[src/rtl/core/erpd_pkg.sv]
package erpd_pkg;

  localparam int SEQ_W  = 64;
  localparam int WORD_W = 32;
  localparam int CNT_W  = 8;

  typedef struct packed {
    logic [WORD_W-1:0] kind;
    logic [WORD_W-1:0] slot;
    logic [WORD_W-1:0] extra;
  } entry_t;

  typedef struct packed {
    logic [SEQ_W-1:0] a;
    logic [SEQ_W-1:0] b;
    logic             sub;
  } alu_req_t;

  typedef struct packed {
    logic [SEQ_W-1:0] sum;
    logic             carry;
  } alu_rsp_t;

endpackage

[src/rtl/core/erpd_alu.sv]
module erpd_alu (
  input  erpd_pkg::alu_req_t op,
  output erpd_pkg::alu_rsp_t res
);
  import erpd_pkg::*;

  logic [SEQ_W-1:0] b_opnd;

  // Subtraction is a plus the inverted b plus one; carry out high means no borrow.
  assign b_opnd = op.sub ? ~op.b : op.b;
  assign {res.carry, res.sum} = {1'b0, op.a} + {1'b0, b_opnd} + (SEQ_W + 1)'(op.sub);

endmodule

[config.mk]
export PLATFORM = sky130hd
export DESIGN_NAME = erpd_alu
export DESIGN_NICKNAME = d
export VERILOG_FILES = /design/src/rtl/core/erpd_pkg.sv /design/src/rtl/core/erpd_alu.sv
export SDC_FILE = /design/constraint.sdc
export NUM_CORES = 1
export LEC_CHECK = 0
export BUFFER_PORTS_ARGS = -buffer_cell sky130_fd_sc_hd__buf_4
export CORE_ASPECT_RATIO = 0.7
export CORE_UTILIZATION = 30
export DETAILED_ROUTE_END_ITERATION = 6
export GPL_TIMING_DRIVEN = 0
export PLACE_DENSITY = 0.58
export SYNTH_ARGS = -nofsm -noshare
export SYNTH_HDL_FRONTEND = slang
export SYNTH_SLANG_ARGS = --single-unit
[constraint.sdc]
create_clock -name vclk -period 4.6
set_input_delay 0.69 -clock vclk [all_inputs]
set_output_delay 0.69 -clock vclk [all_outputs]
set_load 0.03 [all_outputs]
Word-level counts from Yosys, hierarchy flattened
Cells that the tools add are included.

word-level totals
  register bits after elaboration = 0
  latch bits = 0
  RAM bits = 0
  bits in read-only memories = 0
  input bits = 129
  memories = 0

operators by class
  add/subtract/negate cells = 2
  $mul = 0
  div/mod/pow operators = 0
  magnitude comparators = 0
  equality and inequality tests = 0
  shift-type cells = 0
  muxes and demuxes = 1
  bitwise logic cells = 1
  reductions and logical operators = 0

operator list
  operator          count
  $add A64 B64 Y65  1
  $add A65 B1 Y65   1
  $mux W64          1
  $not A64 Y64      1

Longest topological paths before layout
  depth after elaboration = 4
  depth in mapped cells = 14
  depth with buffers taken out = 12

Worst setup path after synthesis
No wires, ideal clock.

  path type = input to output
  start point = input port op[0] (netlist name)
  end point = output port res[59] (netlist name)
  arrival time = 3,946 ps
  path slack = -36 ps
  stages = 13
  path buffers = 2
  cell sequence = buf_2 > buf_1 > xor2_1 > ha_1 > nand2_1 > o21bai_2 > a2111oi_4 > o2111ai_1 > nand3_1 > a311oi_2 > a211oi_4 > a41oi_1 > xnor2_1

RTL lines
  item             RTL line       RTL
  start, declared  erpd_alu.sv:2  input erpd_pkg::alu_req_t op,
  end, declared    erpd_alu.sv:3  output erpd_pkg::alu_rsp_t res

==> out/results.tsv <==
stage	metric	value	unit
setup_path	worst path arrival time	3.80	ns
finish	clock tree buffer count of the final layout	0	
yosys	synth warn	0	
power	Final Power	0.00190	W
timing	fin. max-slew vios	0	
yosys	simple-gate share of the synthesized area	18.2	%
routing	Routed wire per std cell	16.1	um
routing	highest routed layer	met4	
routing	# DRC	0	
finish	most frequent cells in the layout	206 x buf_4, 82 x xor2_1, 79 x a21oi_1	
finish	Layout Nets	1041	
yosys	syn_area_per_cell	7.16	um2
run	Max-cap violations	0	
finish	antenna diode count	0	
timing	Final Hold Viols	0	
global_routing	first-pass GRT wire length	25.6	mm
setup_path	WP data required	3.91	ns
setup_path	Critical Path End Type	primary output	
floorplan	Die X-Extent	149	um
routing	DR vias	5383	
floorplan	initial core utilization	30.8	%
power	maximum vdd drop	0.000138	V
timing	Setup violations, final	0	
routing	wirelength, routed	16.7	mm
global_routing	largest net degree at the start of global routing	11	
routing	vias per cell	5.20	
setup_path	Setup CP Type	primary input to primary output	
routing	WL met3	1.01	mm
place	GPL Wtd Cong	0.862	
floorplan	die height	105	um
finish	commonest non-fill, non-tap cell in the layout	buf_4	
yosys	Syn Nets	835	
timing	Fmax	223	MHz
timing	setup TNS	0	ns
floorplan	IO Pins	194	
timing	fin crit share	97.6	%
place	post-DP HPWL	14.2	mm
cts	cts hold-fix bufs	0	
floorplan	Core Box Area	14800	um2
yosys	complex-gate fraction of the synthesized area	33.5	%
finish	FFs & Latches	0	
floorplan	Core Rows	37	
place	number of port buffers	193	
global_routing	number of global-route vias before repair	4868	
global_routing	Tot GR Track Use	20.1	%
setup_path	Setup crit start kind	primary input	
finish	FF/Latch Area	0	um2
routing	drt pass-1 iters	5	
routing	DRT antenna net count	0	
worst_hold_path	worst hold path stage count	3	
global_routing	Overflow after GRT	0	
global_routing	initial antenna violation count	0	
outcome	status	complete, no violations	
floorplan	full die area	15700	um2
finish	synthesis-to-layout area growth	49.7	%
power	leakage power	3.18	nW
yosys	post-synthesis mux area share	0.440	%
routing	metal2 WL	6.71	mm
timing	clock period minus worst slack	4.49	ns
timing	RSZ-0062 raised after global routing	true	
yosys	register area share after synthesis	0	%
yosys	synthesized-area fraction occupied by adder cells	19.4	%
power	Power Dens Cells	279	nW/um2
finish	layout cells sized above 1	34.2	%
yosys	main combinational cell family by area after synthesis	compound AO/OA/AOI/OAI gates	
timing	Rel. slew slack	50.3	%
routing	Starting DRT DRC Count	394	
yosys	Cell Area, Synth	4550	um2
routing	DRT met1 WL	8.94	mm
timing	worst slew pin tran	0.746	ns
yosys	xor and xnor area share after synthesis	23.7	%
worst_hold_path	HP Class	primary input to primary output	
yosys	synth unique cells	71	
yosys	Cells after Synth	636	
setup_path	CP max FO	11	
[kinds of logic after synthesis]
group                      count (synthesis)
and+or+nand+nor                          169
muxes                                      2
xor gates and xnor gates                 123
AOI/OAI and AO/OA                        228
adders and majority gates                 70
buffers and inverters                     44
[Yosys cell counts, types with 3 or more instances]
master / number / share of area [%]
nand2b_1: 5 / 0.69
o211ai_1: 3 / 0.49
a211oi_1: 4 / 0.66
nor2b_1: 4 / 0.55
xor2_1: 86 / 17
nand2_1: 61 / 5.0
nor3_1: 6 / 0.66
nand4_1: 14 / 1.9
a31oi_1: 7 / 0.96
nor2_1: 37 / 3.0
or3_1: 3 / 0.41
a2111oi_0: 4 / 0.77
xnor2_1: 37 / 7.1
buf_4: 4 / 0.66
and2_1: 7 / 0.96
a21oi_1: 82 / 9.0
o21a_1: 5 / 0.82
ha_1: 69 / 19
buf_1: 6 / 0.49
inv_1: 20 / 1.6
nand3_1: 10 / 1.1
a21boi_0: 5 / 0.82
nor4_1: 5 / 0.69
o31ai_1: 5 / 0.82
a21o_1: 32 / 5.3
clkbuf_1: 8 / 0.66
o21bai_1: 11 / 1.8
o21ai_0: 34 / 3.7
and3_1: 3 / 0.41
a21o_2: 3 / 0.58
[final cells by class]
cell class	instances	area, um2
multi-input combinational	592	4700
timing repair buffer	205	1560
tap	195	244
inverter	20	75.1
fill	1512	7950
buffer	23	234
[metal layers]
layer	vias to the layer above	GRT usage [%]
met1	2442	33.5
met2	199	28.3
met4	0	0.364
li1	2738	-
met3	4	1.35
met5	-	0
[timing repair]
| action | CTS | global route |
|---|---|---|
| pin swaps | 8 | 26 |
| gates resized for setup | 47 | 53 |
| setup endpoints to repair | 44 | 25 |
| setup buffers | 4 | 7 |
| cloned | 0 | 1 |
[worst max-delay path, stage by stage]
cell and delay [ns]:
buf_12 0.15, buf_12 0.17, xor2_1 0.16, ha_2 0.33, a21o_1 0.22, nor2_2 0.15
a2111oi_4 0.09, buf_4 0.17, o31ai_4 0.30, a311o_1 0.33, a311oi_2 0.15, or3b_4 0.42
a21oi_2 0.15, xnor2_1 0.13, buf_4 0.19
[report_power, final]
group,internal [W],switching (W)
logic,0.000767,0.00114
registers,0,0
clock network,0,0
total,0.000767,0.00114
[worst paths after layout]
kind	startpoint	end	slack, ns
max	op[0]	res[47]	0.11
min	op[65]	res[1]	1.69
[per-stage QoR]
| step | worst slack [ns] | area (um2) | instances | util [%] | hold slack, ns |
|---|---|---|---|---|---|
| after floorplan | -0.0225 | 4580 | 636 | - | 1.55 |
| after global placement | -0.895 | 6280 | 1024 | 42.5 | 1.68 |
| after detailed placement | -0.921 | 6280 | 1024 | 42.5 | 1.69 |
| after CTS | 0.00864 | 6460 | 1028 | 43.7 | 1.69 |
| after global routing | -0.0197 | 6820 | 1035 | 46.2 | 1.70 |
| final | 0.109 | 6820 | 1035 | 46.2 | 1.69 |
No activity file was read; power rests on OpenSTA's default activity.
